<file path="src/rtl/mch_pkg.sv">
`default_nettype none
package mch_pkg;

    localparam int CordicSteps = 16;
    localparam int MaxSteps = 24;
    localparam int NumSteps = (CordicSteps > MaxSteps) ? MaxSteps : CordicSteps;

    localparam int FieldW = 22;
    localparam int CordW = 24;

    localparam int DenTwo = 7680;
    localparam int DenOther = 1920;

    // ceil(2^29 / 15): exact floor division by 15 for numerators below 2^25
    localparam logic [25:0] Recip15 = 26'd35791395;
    localparam int Recip15Shift = 29;

    localparam logic [1:0] CODE_OK = 2'd0;
    localparam logic [1:0] CODE_NOT_READY = 2'd1;
    localparam logic [1:0] CODE_OVERFLOW = 2'd2;

    localparam logic [2:0] REG_RANGE = 3'd0;
    localparam logic [2:0] REG_OFS_X = 3'd1;
    localparam logic [2:0] REG_OFS_Y = 3'd2;
    localparam logic [2:0] REG_OFS_Z = 3'd3;
    localparam logic [2:0] REG_GAIN_X = 3'd4;
    localparam logic [2:0] REG_GAIN_Y = 3'd5;
    localparam logic [2:0] REG_GAIN_Z = 3'd6;
    localparam logic [2:0] REG_DECL = 3'd7;

    // arctangent of 2^-i, 2^32 per turn
    function automatic logic [31:0] atan_entry(input int i);
        logic [31:0] r;
        begin
            case (i)
                0: r = 32'd536870912;
                1: r = 32'd316933406;
                2: r = 32'd167458907;
                3: r = 32'd85004756;
                4: r = 32'd42667331;
                5: r = 32'd21354465;
                6: r = 32'd10679838;
                7: r = 32'd5340245;
                8: r = 32'd2670163;
                9: r = 32'd1335087;
                10: r = 32'd667544;
                11: r = 32'd333772;
                12: r = 32'd166886;
                13: r = 32'd83443;
                14: r = 32'd41722;
                15: r = 32'd20861;
                16: r = 32'd10430;
                17: r = 32'd5215;
                18: r = 32'd2608;
                19: r = 32'd1304;
                20: r = 32'd652;
                21: r = 32'd326;
                22: r = 32'd163;
                23: r = 32'd81;
                default: r = 32'd0;
            endcase
            return r;
        end
    endfunction

endpackage
`default_nettype wire

</file>
<file path="src/rtl/mch_cordic.sv">
`default_nettype none
// Pipelined vectoring CORDIC, one stage per step; yields rounded heading.
module mch_cordic (
    input  wire logic        clk,
    input  wire logic        en,
    input  wire logic signed [mch_pkg::FieldW-1:0] x_in,
    input  wire logic signed [mch_pkg::FieldW-1:0] y_in,
    output logic [15:0]      angle
);
    localparam int N = mch_pkg::NumSteps;
    localparam int W = mch_pkg::CordW;

    logic signed [W-1:0] x_reg [0:N];
    logic signed [W-1:0] y_reg [0:N];
    logic [31:0]         z_reg [0:N];
    logic                zero_reg [0:N];
    logic signed [W-1:0] x0;
    logic signed [W-1:0] y0;
    logic [31:0]         za;

    // pre-rotate left half plane
    always_comb
    begin
        x0 = W'(x_in);
        y0 = W'(y_in);
        if (x_in < 0)
        begin
            x0 = -W'(x_in);
            y0 = -W'(y_in);
        end
    end

    always_ff @(posedge clk)
    begin
        if (en)
        begin
            x_reg[0] <= x0;
            y_reg[0] <= y0;
            z_reg[0] <= (x_in < 0) ? 32'h8000_0000 : 32'h0;
            zero_reg[0] <= (x_in == 0) && (y_in == 0);
        end
    end

    // micro-rotation stages
    for (genvar i = 0; i < N; i++)
    begin : g_step
        always_ff @(posedge clk)
        begin
            if (en)
            begin
                zero_reg[i+1] <= zero_reg[i];
                if (y_reg[i] > 0)
                begin
                    x_reg[i+1] <= x_reg[i] + (y_reg[i] >>> i);
                    y_reg[i+1] <= y_reg[i] - (x_reg[i] >>> i);
                    z_reg[i+1] <= z_reg[i] + mch_pkg::atan_entry(i);
                end
                else
                begin
                    x_reg[i+1] <= x_reg[i] - (y_reg[i] >>> i);
                    y_reg[i+1] <= y_reg[i] + (x_reg[i] >>> i);
                    z_reg[i+1] <= z_reg[i] - mch_pkg::atan_entry(i);
                end
            end
        end
    end

    assign za = z_reg[N] + 32'h8000;
    assign angle = zero_reg[N] ? 16'd0 : za[31:16];
endmodule
`default_nettype wire

</file>
<file path="config.mk">
export PLATFORM = sky130hd
export DESIGN_NAME = mch_cordic
export DESIGN_NICKNAME = d
export VERILOG_FILES = /design/src/rtl/mch_pkg.sv /design/src/rtl/mch_cordic.sv
export SDC_FILE = /design/constraint.sdc
export NUM_CORES = 2
export LEC_CHECK = 0
export BUFFER_PORTS_ARGS = -buffer_cell sky130_fd_sc_hd__buf_4
export CAP_MARGIN = 15
export CORE_MARGIN = 10
export CORE_UTILIZATION = 50
export CTS_BUF_LIST = sky130_fd_sc_hd__clkbuf_4 sky130_fd_sc_hd__clkbuf_8
export DETAILED_ROUTE_END_ITERATION = 10
export PLACE_DENSITY_LB_ADDON = 0.1
export RECOVER_POWER = 100
export SYNTH_ARGS = -nofsm -noshare
export SYNTH_HDL_FRONTEND = slang
export SYNTH_SLANG_ARGS = --single-unit
</file>
<file path="constraint.sdc">
create_clock -name clk -period 9.19 [get_ports clk]
set_input_delay 0 -clock clk [delete_from_list [all_inputs] [get_ports clk]]
set_output_delay 0 -clock clk [all_outputs]
set_load 0.05 [all_outputs]
</file>
After elaboration in Yosys (flattened, before gate mapping)
Memory sizes are Yosys's and may differ from the RTL's. Cells that the tools add are included. W data, S select, Z words.

$lt $le $gt $ge: 17. Muxes and demuxes: 150. Bitwise logic cells: 48. Reduce and logical (&&, ||, !) cells: 3. Add/subtract/negate cells: 98.

Operators with widths (count): $mux W24 (34); $mux W32 (17); $gt A24 B1 Y1 const B (16); $mux W1 (98); $add A32 B16 Y32 const B (2); $logic_not A32 Y1 (2); $add A24 B10 Y24 (2); $add A24 B11 Y24 (2); $add A24 B12 Y24 (2); $add A24 B13 Y24 (2); $add A24 B14 Y24 (2); $add A24 B15 Y24 (2); $add A24 B16 Y24 (2); $add A24 B17 Y24 (2); $add A24 B18 Y24 (2); $add A24 B19 Y24 (2); $add A24 B20 Y24 (2); $add A24 B21 Y24 (2); $add A24 B22 Y24 (2); $add A24 B23 Y24 (2); $add A24 B9 Y24 (2); $neg A22 Y24 (2); $or A1 B1 Y1 (48); $sub A24 B10 Y24 (2); other kinds (50) (65).

Flip-flop bits (word level): 0. Memories: 4. Output and inout bits: 16. Bits in writable memories: 1377. Word-level logic and storage cells: 320.

Memory list: z_reg (depth 17, bits a word 32, rd ports 17, clocked after Yosys merged registers in 0, wr ports 17, line mch_cordic.sv:15) `logic [31:0] z_reg [0:N];`; x_reg (depth 17, bits a word 24, rd ports 16, clocked after Yosys merged registers in 0, wr ports 17, line mch_cordic.sv:13) `logic signed [W-1:0] x_reg [0:N];`; y_reg (depth 17, bits a word 24, rd ports 16, clocked after Yosys merged registers in 0, wr ports 17, line mch_cordic.sv:14) `logic signed [W-1:0] y_reg [0:N];`; zero_reg (depth 17, bits a word 1, rd ports 17, clocked after Yosys merged registers in 0, wr ports 17, line mch_cordic.sv:16) `logic zero_reg [0:N];`.

Depth between registers and ports, before layout
Depth in word-level cells: 5. Mapped depth: 23. Depth with buffers taken out: 22.

Worst setup path after synthesis
Ideal clock, no wire load.

Path kind: reg-to-reg. From: memory y_reg[11][13] (netlist name). To: memory x_reg[12][20] (netlist name), data pin. Clock period less this slack: 5.604 ns. Data arrival time: 5.338 ns. Setup time: 0.266 ns. Cell stages (with the launch flop): 22. Path slack: 3.586 ns. Cells stage by stage: edfxtp_1 nor2_1 nand3_1 nor4_1 nand3b_1 nor2_1 o21ai_1 inv_1 clkbuf_1 buf_1 nor2_1 xnor2_1 ha_1 a21o_1 a21oi_1 o21bai_1 a2111oi_1 o31ai_1 a311o_1 a31o_2 o41ai_1 xnor2_1.

RTL lines (line): start, declared (mch_cordic.sv:14); end, declared (mch_cordic.sv:13).

==> run metrics <==
critical path arrival=between 8 and 9 ns; WL/cell=roughly 18 um; CP delay by family, top=buffers and inverters; number of distinct library cells after synthesis=slightly below 100; layout cells sized above 1=under 10%; final worst path period share=between 80% and 90%; CTS max path bufs=3; vias per cell=slightly below 6; RSZ-0062 raised after global routing=false; Critical Path Sink Type=register; vias in the first global route=a little over 70000; core area=roughly 0.19 sq mm; Routed Antenna Nets=0; Final Slew Violations=roughly 1400; initial drt markers=5013; I/O Buffers=between 60 and 70; Post-CTS Setup Inserts=0; Total GRT Usage=between 20% and 30%; Buf/Inv on CP=6; register area=about 0.035 sq mm; pin count of the biggest net entering global routing=between 150 and 200; Area growth syn-to-layout=9.30%; CTS hold repair buffers=~130; Slew HR=-351%; number of max-cap violations=25; HPWL after DPL=between 150000 and 200000 um; Std-Cell Rows=between 150 and 200; Clock Skews=approximately 0.054 ns; Yosys reg bits=about 1200; highest-delay cell along the critical path=clkbuf_1; GP Congestion=around 0.9; Die W=459 um; Primary FF master, synth=edfxtp_1; vias=between 70000 and 80000; Crit Path Class=primary input to register; final setup fails=0; Final min period=7.85 ns; Post-synth EDFFs=about 1200; hold slack=0.129 ns; Initial Util=~50%; io pins=62; first-pass GRT wire length=between 300000 and 400000 um; drt total wl=around 240000 um; CTS-repair resized insts=0; CTS tree=done; multi-input combinational cell area=between 0.05 and 0.06 sq mm; crit path launch type=primary input; worst skew pair latency=slightly below 1 ns; run status=complete, but fails checks; die area=0.210 sq mm; Worst-Margin Slew=about 6.8 ns; Fin. Hold Viols=0; most frequent cells in the layout=1172 x edfxtp_1, 1116 x ha_1, 935 x xnor2_1; setup_tns=0 ns; Nets=roughly 11000; Clock Pin Slew Worst Setup and Hold Paths=roughly 0.060 ns; FILL cells=around 17000; Min-Delay Path Class=primary input to register; Initial DRT Pass Iterations=5; CTS buffer count=between 200 and 250; initial antenna violation count=5; Root Driver=clkbuf_8; failing checks=max-capacitance violations, max-slew violations; slowest stage delay, CP=approximately 2.4 ns; Synth Cell Area=roughly 0.096 sq mm; Required @ worst endpoint=around 9.9 ns; worst path cell trace=dlygate4sd3_1, dlygate4sd3_1, buf_8, clkbuf_1, o21ai_0, clkbuf_1, clkbuf_1, nor2_1, a21oi_1, fa_1, a211oi_1, o21ai_0, and3_1, or4_1, a22oi_1, o221a_2, a21oi_1, o21ai_0, nand2_1, xor2_1; depth of the CTS H-tree=4; Synth Instances=roughly 10000; Worst R2R Setup Slack=approximately 1.4 ns; DRC=0; clock sinks=between 1000 and 1500; mean area per synthesized cell=9.67 sq um; Synth Warn #=0; Seq/Total Area, Yosys=a little over a third; Crit Path Max Fanout=64; Die Ht=459 um; most common cell after layout, fill and taps aside=edfxtp_1; max reg flops=~430; residual overflow from global routing=0; asr flop ratio synth=0%; FMAX=approximately 0.13 GHz
cells in the mapped netlist (40+ instances only):
cell type  count  area, sq um
edfxtp_1    1172        35200
ha_1        1116        14000
xnor2_1      935         8190
a21oi_1      911         4560
nor2_1       750         2820
nand2_1      661         2480
o21ai_0      591         2960
xor2_1       469         4110
a21o_1       424         3180
inv_1        424         1590
nor3_1       225         1130
nand3_1      186          931
clkbuf_1     169          634
o31ai_1      144         1080
nor2b_1      141          882
nand2b_1     137          857
o21a_1       137         1030
o21bai_1     117          878
a31oi_1       99          619
nor4_1        97          607
or3_1         85          532
nand4_1       82          513
and3_1        69          432
a211oi_1      65          488
o41ai_1       48          420
or4_1         46          345
o211ai_1      44          330
or2_2         42          263
fa_1          40          801
per-stage QoR:
step,area [sq um],instances,setup WS [ns],util [%]
2_1_floorplan,96300,9954,3.59,-
3_3_place_gp,99500,12400,2.39,52.2
3_5_place_dp,99500,12400,2.25,52.2
4_1_cts,105000,12900,2.20,55.3
5_1_grt,105000,12900,0.791,55.1
6_report,105000,12900,1.34,55.1
cells by family (layout without fill, tap and decap cells):
group,Yosys count,in the layout,share of synthesized area [%]
fa+ha+maj,1156,1156,15.3
flops,1172,1172,36.6
compound gates,2910,2910,19.1
buf+inv,622,1066,2.46
mux,48,48,0.524
other cells,1,9,0.00390
simple gates,2640,2640,13.2
xor+xnor,1404,1404,12.8
layout make-up:
cell class	count	share of cell area (%)
Clock buffer	262	3.13
Inverter	431	1.54
Timing Repair Buffer	244	1.88
Clock inverter	129	1.22
Multi-Input combinational cell	8160	55.8
Tap cell	2511	2.99
Antenna cell	7	0.0167
Sequential cell	1172	33.5
per-layer routing:
layer  vias to the layer above  GRT usage (%)  share of wire [%]
met4                         0           6.30                2.6
met1                     35600           29.4                 47
met5                         -              0                  0
met3                       345           3.11                4.3
li1                      37500              -                  -
met2                      1553           36.3                 47
final timing paths:
kind              cells after the start       endpoint         start
setup / recovery                     20   x_reg[4][22]            en
hold / removal                        6    x_reg[0][1]       x_in[0]
setup reg to reg                     21  x_reg[10][23]  y_reg[9][11]
hold reg to reg                       0   zero_reg[10]   zero_reg[9]
worst min-delay path, cell delays in order:
cell and delay (ns):
dlygate4sd3_1 0.54, clkbuf_4 0.14, inv_1 0.06, ha_1 0.13, nand2_1 0.04, o21ai_0 0.07
Power is left out: the tool's default activity adds up to more than one toggle a clock period on the data nets, which glitch-free logic cannot reach.
