--- config.mk ---
export PLATFORM = sky130hd
export DESIGN_NAME = mch_axis_lane
export DESIGN_NICKNAME = d
export VERILOG_FILES = /design/src/rtl/mch_pkg.sv /design/src/rtl/mch_axis_lane.sv
export SDC_FILE = /design/constraint.sdc
export NUM_CORES = 1
export LEC_CHECK = 0
export ABC_CLOCK_PERIOD_IN_PS = 9180
export BUFFER_PORTS_ARGS = -buffer_cell sky130_fd_sc_hd__buf_2
export CAP_MARGIN = 10
export CORE_MARGIN = 8
export CORE_UTILIZATION = 45
export CTS_BUF_LIST = sky130_fd_sc_hd__clkbuf_4
export DETAILED_ROUTE_END_ITERATION = 12
export GPL_ROUTABILITY_DRIVEN = 0
export PLACE_DENSITY_LB_ADDON = 0.12
export SYNTH_ARGS = -nofsm -noshare
export SYNTH_HDL_FRONTEND = slang
export SYNTH_SLANG_ARGS = --single-unit
export TNS_END_PERCENT = 1
--- constraint.sdc ---
create_clock -name clk -period 9.18 [get_ports clk]
set_input_delay 0.918 -clock clk [delete_from_list [all_inputs] [get_ports clk]]
set_output_delay 0.918 -clock clk [all_outputs]
set_load 0.005 [all_outputs]
--- src/rtl/mch_pkg.sv ---
`default_nettype none
package mch_pkg;

    localparam int CordicSteps = 16;
    localparam int MaxSteps = 24;
    localparam int NumSteps = (CordicSteps > MaxSteps) ? MaxSteps : CordicSteps;

    localparam int FieldW = 22;
    localparam int CordW = 24;

    localparam int DenTwo = 7680;
    localparam int DenOther = 1920;

    // ceil(2^29 / 15): exact floor division by 15 for numerators below 2^25
    localparam logic [25:0] Recip15 = 26'd35791395;
    localparam int Recip15Shift = 29;

    localparam logic [1:0] CODE_OK = 2'd0;
    localparam logic [1:0] CODE_NOT_READY = 2'd1;
    localparam logic [1:0] CODE_OVERFLOW = 2'd2;

    localparam logic [2:0] REG_RANGE = 3'd0;
    localparam logic [2:0] REG_OFS_X = 3'd1;
    localparam logic [2:0] REG_OFS_Y = 3'd2;
    localparam logic [2:0] REG_OFS_Z = 3'd3;
    localparam logic [2:0] REG_GAIN_X = 3'd4;
    localparam logic [2:0] REG_GAIN_Y = 3'd5;
    localparam logic [2:0] REG_GAIN_Z = 3'd6;
    localparam logic [2:0] REG_DECL = 3'd7;

    // arctangent of 2^-i, 2^32 per turn
    function automatic logic [31:0] atan_entry(input int i);
        logic [31:0] r;
        begin
            case (i)
                0: r = 32'd536870912;
                1: r = 32'd316933406;
                2: r = 32'd167458907;
                3: r = 32'd85004756;
                4: r = 32'd42667331;
                5: r = 32'd21354465;
                6: r = 32'd10679838;
                7: r = 32'd5340245;
                8: r = 32'd2670163;
                9: r = 32'd1335087;
                10: r = 32'd667544;
                11: r = 32'd333772;
                12: r = 32'd166886;
                13: r = 32'd83443;
                14: r = 32'd41722;
                15: r = 32'd20861;
                16: r = 32'd10430;
                17: r = 32'd5215;
                18: r = 32'd2608;
                19: r = 32'd1304;
                20: r = 32'd652;
                21: r = 32'd326;
                22: r = 32'd163;
                23: r = 32'd81;
                default: r = 32'd0;
            endcase
            return r;
        end
    endfunction

endpackage
`default_nettype wire

--- src/rtl/mch_axis_lane.sv ---
`default_nettype none
// One axis: offset, gain multiply, rounded divide by range constant,
// saturate. Two registered stages, advancing on en.
module mch_axis_lane (
    input  wire logic        clk,
    input  wire logic        en,
    input  wire logic [15:0] raw,
    input  wire logic [15:0] offset,
    input  wire logic [15:0] gain,
    input  wire logic        two_gauss,
    output logic signed [mch_pkg::FieldW-1:0] field
);
    // stage 1: product magnitude
    logic        neg_reg;
    logic [31:0] mag_reg;
    logic        two1_reg;
    // stage 2: quotient
    logic        neg2_reg;
    logic [31:0] q_reg;
    logic signed [15:0] d;
    logic [15:0] dmag;
    logic [31:0] mag_next;
    logic [31:0] num;
    logic [31:0] t;
    logic [63:0] qa;
    logic [31:0] q_next;
    logic signed [32:0] sq;
    logic signed [32:0] lim_hi;
    logic signed [32:0] lim_lo;

    assign d = $signed(raw - offset);
    assign dmag = d[15] ? 16'(-d) : d;
    assign mag_next = 32'(dmag) * 32'(gain);

    always_ff @(posedge clk)
    begin
        if (en)
        begin
            neg_reg <= d[15];
            mag_reg <= mag_next;
            two1_reg <= two_gauss;
        end
    end

    // divisor is 15 * 2^9 or 15 * 2^7: drop the power of two, then divide by 15
    always_comb
    begin
        num = mag_reg + (two1_reg ? 32'(mch_pkg::DenTwo / 2) : 32'(mch_pkg::DenOther / 2));
        t = two1_reg ? (num >> 9) : (num >> 7);
        qa = (64'(t) * 64'(mch_pkg::Recip15)) >> mch_pkg::Recip15Shift;
        q_next = qa[31:0];
    end

    always_ff @(posedge clk)
    begin
        if (en)
        begin
            neg2_reg <= neg_reg;
            q_reg <= q_next;
        end
    end

    // apply sign and saturate
    always_comb
    begin
        sq = neg2_reg ? -$signed({1'b0, q_reg}) : $signed({1'b0, q_reg});
        lim_hi = 33'sd2097151;
        lim_lo = -33'sd2097152;
        if (sq > lim_hi)
            field = mch_pkg::FieldW'(lim_hi);
        else if (sq < lim_lo)
            field = mch_pkg::FieldW'(lim_lo);
        else
            field = sq[mch_pkg::FieldW-1:0];
    end
endmodule
`default_nettype wire

## Word-level counts from Yosys, hierarchy flattened

Index checks and enable logic that the tools add are counted.

- Word-level logic and storage cells: 19
- Bits of input ports: 51
- Bits in latches: 0
- Flip-flop bits (word level): 64
- Bits in writable memories: 0
- ROM bits: 0
- Memories: 0

- Equal/unequal tests: 0
- Magnitude comparators: 2
- Div/mod/pow operators: 0
- Multiply operators: 2
- Bitwise operators: 0
- Shifts and indexed selects: 0
- Add/subtract/negate cells: 4
- Muxes and demuxes: 6
- Reductions and logical operators: 0

Operators by type and width:

| kind | count |
|---|---|
| 25-bit by 26-bit multiplier with 51-bit output (second input constant) | 1 |
| 22-bit two-way mux | 2 |
| 33-bit by 22-bit > comparator with 1-bit output (second input constant) | 1 |
| 33-bit by 22-bit less-than comparator with 1-bit output (second input constant) | 1 |
| 33-bit two-way mux | 1 |
| 29-bit negation with 33-bit output | 1 |
| 32-bit by 12-bit adder with 32-bit output | 1 |
| 16-bit by 16-bit multiplier with 32-bit output | 1 |
| 25-bit two-way mux | 1 |
| 16-bit two-way mux | 1 |
| 16-bit negation | 1 |
| 16-bit subtractor | 1 |
| 12-bit two-way mux | 1 |

## Longest topological paths before layout

- Depth after elaboration: 5
- Gate-level depth with buffers: 37

## Worst setup path after synthesis

No wires, ideal clock.

- Kind: flip-flop to flip-flop
- Start point: register two1_reg
- End point: register q_reg[16], data pin
- Arrival: 8706 ps
- Cell stages (with the launch flop): 35
- Buffers on the path: 2
- Period minus slack after synthesis: 8969 ps
- Data required time: 8917 ps
- Path slack: 211 ps
- Cell sequence: edfxtp_1 -> inv_1 -> clkbuf_1 -> clkbuf_1 -> nand2_1 -> fa_1 -> nor3b_1 -> o21bai_1 -> a21oi_1 -> nor2b_1 -> and4_1 -> nand4_1 -> nor3_1 -> xnor2_1 -> nor2_1 -> inv_1 -> ha_1 -> fa_1 -> fa_1 -> fa_1 -> fa_1 -> fa_1 -> fa_1 -> inv_1 -> ha_1 -> and4_1 -> and3_1 -> a41oi_1 -> o211ai_1 -> a41oi_1 -> o21ai_0 -> a22oi_1 -> a21oi_1 -> a311oi_1 -> xnor2_1

- Word-level cells in the longest chain between the ends: 4

RTL lines:

| element | line | text |
|---|---|---|
| start, declared | mch_axis_lane.sv:16 | `logic two1_reg;` |
| start signal, assigned | mch_axis_lane.sv:41 | `two1_reg <= two_gauss;` |
| 12-bit two-way mux | mch_axis_lane.sv:48 | `num = mag_reg + (two1_reg ? 32'(mch_pkg::DenTwo / 2) : 32'(mch_pkg::DenOther / 2));` |
| 32-bit by 12-bit adder with 32-bit output | mch_axis_lane.sv:48 |  |
| 25-bit two-way mux (*) | mch_axis_lane.sv:49 | `t = two1_reg ? (num >> 9) : (num >> 7);` |
| 25-bit by 26-bit multiplier with 51-bit output (*) | mch_axis_lane.sv:50 | `qa = (64'(t) * 64'(mch_pkg::Recip15)) >> mch_pkg::Recip15Shift;` |
| named net q_next[16] | mch_axis_lane.sv:26 | `logic [31:0] q_next;` |
| end signal, assigned | mch_axis_lane.sv:59 | `q_reg <= q_next;` |
| end, declared | mch_axis_lane.sv:19 | `logic [31:0] q_reg;` |

The timed path passes the listed nets; every way through them passes the cells marked *.
A chain may end at the register's enable or synchronous reset.

## Worst setup path after layout

- Start point: input port offset[0]
- End point: register mag_reg[30], data pin

- Word-level cells in the longest chain between the ends: 4

RTL lines:

| element | line | text |
|---|---|---|
| start, declared | mch_axis_lane.sv:8 | `input wire logic [15:0] offset,` |
| 16-bit subtractor (*) | mch_axis_lane.sv:31 | `assign d = $signed(raw - offset);` |
| 16-bit negation | mch_axis_lane.sv:32 | `assign dmag = d[15] ? 16'(-d) : d;` |
| 16-bit two-way mux (*) | mch_axis_lane.sv:32 |  |
| 16-bit by 16-bit multiplier with 32-bit output (*) | mch_axis_lane.sv:33 | `assign mag_next = 32'(dmag) * 32'(gain);` |
| named net mag_next[30] | mch_axis_lane.sv:22 | `logic [31:0] mag_next;` |
| end signal, assigned | mch_axis_lane.sv:40 | `mag_reg <= mag_next;` |
| end, declared | mch_axis_lane.sv:15 | `logic [31:0] mag_reg;` |

Marked as above.

==> summary.txt <==
Status
  • Status: complete, no violations

Setup path
  • Startpoint class of the critical path: input pin
  • Worst-path fanout max: 16
  • Path type of the worst setup path: input pin to flop
  • CP peak stage delay: 0.54 ns
  • Library cell appearing most often on the critical path: sky130_fd_sc_hd__fa_1
  • RR Startpoint: two1_reg
  • Critical path arrival: ~8.9 ns
  • Setup crit end kind: flop
  • Register-to-register setup slack: about 0.44 ns
  • CP Data Required Time: between 9 and 10 ns
  • Cell with the biggest individual delay on the critical path: sky130_fd_sc_hd__fa_1
  • Beginning of the critical path: offset[0]

Die
  • Die Ht: 221 um
  • Die Outline Area: 0.0488 mm2
  • Core area: roughly 0.042 mm2
  • Die outline width: 221 um
  • Number of top-level design ports: 73
  • Row Count: 75
  • Initial core utilization: 0.453

Global routing
  • Number of antenna violations at the first check in global routing: 1
  • Total congestion overflow: 0
  • Via count of the first global-routing pass: 15000
  • Global-route wire length before repair: between 70000 and 80000 um
  • Maximum number of pins on one net before global-route repair: 52
  • Overall routing resource usage: 0.183

CTS
  • Clock slew at the register clock pins of the worst setup and hold paths: 0.15 ns
  • Hold buffers post-CTS: 0
  • Number of buffers inserted during clock tree synthesis: 5
  • Clock Tree Root: sky130_fd_sc_hd__clkbuf_4
  • Clock insertion delay at the later pin of the skew report: around 0.42 ns
  • Deepest clock path buffer count: 2
  • TritonCTS sink count: 51
  • Buffers inserted during post-CTS setup optimization: 0
  • H-tree level count: 2
  • Clock tree from TritonCTS: yes
  • Post-cts resize count: 0

Detailed routing
  • Violation count after the first detailed-routing iteration: 558
  • Post-DRT Antenna Nets: 0
  • Number of DRC violations after detailed routing: 0
  • Pre-Repair DR Iteration Count: 5
  • Final Routed Wirelength: 44400 um
  • Vias after detailed routing: 14200
  • Per-cell routed wire length: 16.2 um
  • Vias per cell: 5.17

Finish
  • Final core utilization: 0.489
  • Final net count: roughly 2900
  • Final standard cell count with taps included and fillers excluded: about 2700
  • Fraction of final layout cells sized beyond drive strength 1: 0.0809
  • Layout overhead on the synthesized area: 7.85%
  • Max FFs per register: 26
  • Number of filler instances in the final layout: about 4100

Synthesis
  • Area of the mapped netlist: 0.0189 mm2
  • Async S/R FF share, synth: 0
  • Leading register cell type out of synthesis: sky130_fd_sc_hd__edfxtp_1
  • Sequential fraction of the synthesis area: 0.0811
  • Post-Synthesis Cells: roughly 2100
  • Count of state elements after synthesis: just over 50
  • Synth Net Count: 2777
  • Post-synthesis cell type count: 73
  • Synthesis warning total: 0
  • Post-synthesis area per instance: about 9 um2
  • Post-synth EDFFs: 51

Place
  • Number of port buffers: 72
  • Dpl cells: 2730
  • Detailed-placement wirelength estimate: between 30000 and 40000 um

Timing
  • Worst hold slack: between 0.4 and 0.5 ns
  • Worst slew margin relative to its limit: 0.235
  • Highest Clock Rate: 114 MHz
  • Post-route clock period utilization: 0.952
  • Final critical path time including I/O delays and setup: a little under 9 ns
  • Clock skew after layout: approximately 0.026 ns
  • Max-slew violation total from the final report: 0
  • Final setup viols: 0
  • Worst slew pin tran: 1.15 ns
  • Endpoints failing hold: 0
  • Accumulated negative setup slack: 0 ns

Worst hold path
  • Worst hold path startpoint: neg_reg
  • Class of the tightest hold or removal check: flop to flop

Run
  • Max-cap check violation count: 0
## cell usage after synthesis (all sizes together) (6+ instances only)
cell | n | area (um2)
fa | 285 | 5710
or3 | 14 | 92.6
nand2b | 15 | 93.8
o21ai | 40 | 200
ha | 330 | 4130
o311ai | 16 | 140
a211oi | 8 | 60.1
nor2b | 20 | 125
or2 | 8 | 50.1
mux2i | 6 | 63.8
edfxtp | 51 | 1530
a21o | 33 | 248
a21boi | 8 | 60.1
nand3 | 24 | 120
nand2 | 220 | 828
nand3b | 6 | 45.0
and3 | 20 | 125
a311oi | 7 | 61.3
a21oi | 72 | 360
a211o | 6 | 52.6
nand4 | 16 | 100
o31ai | 10 | 75.1
and2 | 113 | 707
o211ai | 6 | 45.0
inv | 445 | 1670
o21a | 14 | 105
nor2 | 58 | 218
xor2 | 31 | 272
xnor2 | 61 | 542
buf | 7 | 36.3
clkbuf | 51 | 193
nor3 | 25 | 136
o21bai | 14 | 105
a31oi | 11 | 68.8
## worst max-delay path: cells and delay by family
kind                     cells  cell delay, ns
adder cells (fa/ha/maj)      9            3.93
AO/OA/AOI/OAI               10            2.01
AND/OR/NAND/NOR              6            1.27
buffers and inverters        6            0.47
XOR/XNOR                     3            0.34
## final timing paths
kind	end	depth (start not counted)
min reg2reg	neg2_reg	0
max reg2reg	q_reg[6]	30
min	neg2_reg	0
max	mag_reg[30]	34
## metal layers
layer,vias to the layer above,global-route usage,part of all wire
met5,-,0,0
met1,6903,0.248,0.49
met3,34,0.0123,0.022
met2,207,0.319,0.48
met4,0,0.0379,0.016
li1,7015,-,-
## through the flow
step / area (um2) / setup WS [ns]
floorplan: 18900 / 0.211
global placement: 20200 / 0.0833
detailed placement: 20300 / -0.0391
CTS: 20300 / 0.0971
global route: 20400 / -0.00865
finish: 20400 / 0.440
## cells by family after synthesis
logic type | synth area share
flip-flops | 0.0811
multiplexers | 0.00517
XOR/XNOR | 0.0430
adder cells (fa/ha/maj) | 0.520
AO/OA/AOI/OAI | 0.0999
AND/OR/NAND/NOR | 0.150
buffers and inverters | 0.101
## final cells by class
type	instances	area, um2	area share
Clock inverter	1	5.00	0.000246
Tap cell	539	674	0.0331
Inverter	445	1670	0.0820
Antenna cell	1	2.50	0.000123
Timing Repair Buffer	138	906	0.0445
Sequential cell	51	1530	0.0752
Clock buffer	7	52.6	0.00258
Multi-Input combinational cell	1557	15500	0.762
## layout by cell type, fill, tap and decap left out, types with 14 or more instances in the layout
cell,instances
sky130_fd_sc_hd__nand3_1,24
sky130_fd_sc_hd__o21bai_1,14
sky130_fd_sc_hd__a21oi_1,71
sky130_fd_sc_hd__xnor2_1,57
sky130_fd_sc_hd__nand4_1,16
sky130_fd_sc_hd__nor2b_1,20
sky130_fd_sc_hd__o21ai_0,38
sky130_fd_sc_hd__xor2_1,31
sky130_fd_sc_hd__buf_2,72
sky130_fd_sc_hd__inv_1,445
sky130_fd_sc_hd__nor2_1,58
sky130_fd_sc_hd__and2_1,112
sky130_fd_sc_hd__o21a_1,14
sky130_fd_sc_hd__a21o_1,33
sky130_fd_sc_hd__and3_1,20
sky130_fd_sc_hd__nand2_1,219
sky130_fd_sc_hd__o311ai_0,16
sky130_fd_sc_hd__buf_4,62
sky130_fd_sc_hd__nor3_1,23
sky130_fd_sc_hd__fa_1,285
sky130_fd_sc_hd__ha_1,330
sky130_fd_sc_hd__nand2b_1,15
sky130_fd_sc_hd__edfxtp_1,51
Power is not shown: default switching activity piles up to over one toggle a cycle in this logic, so the estimate is an artifact.
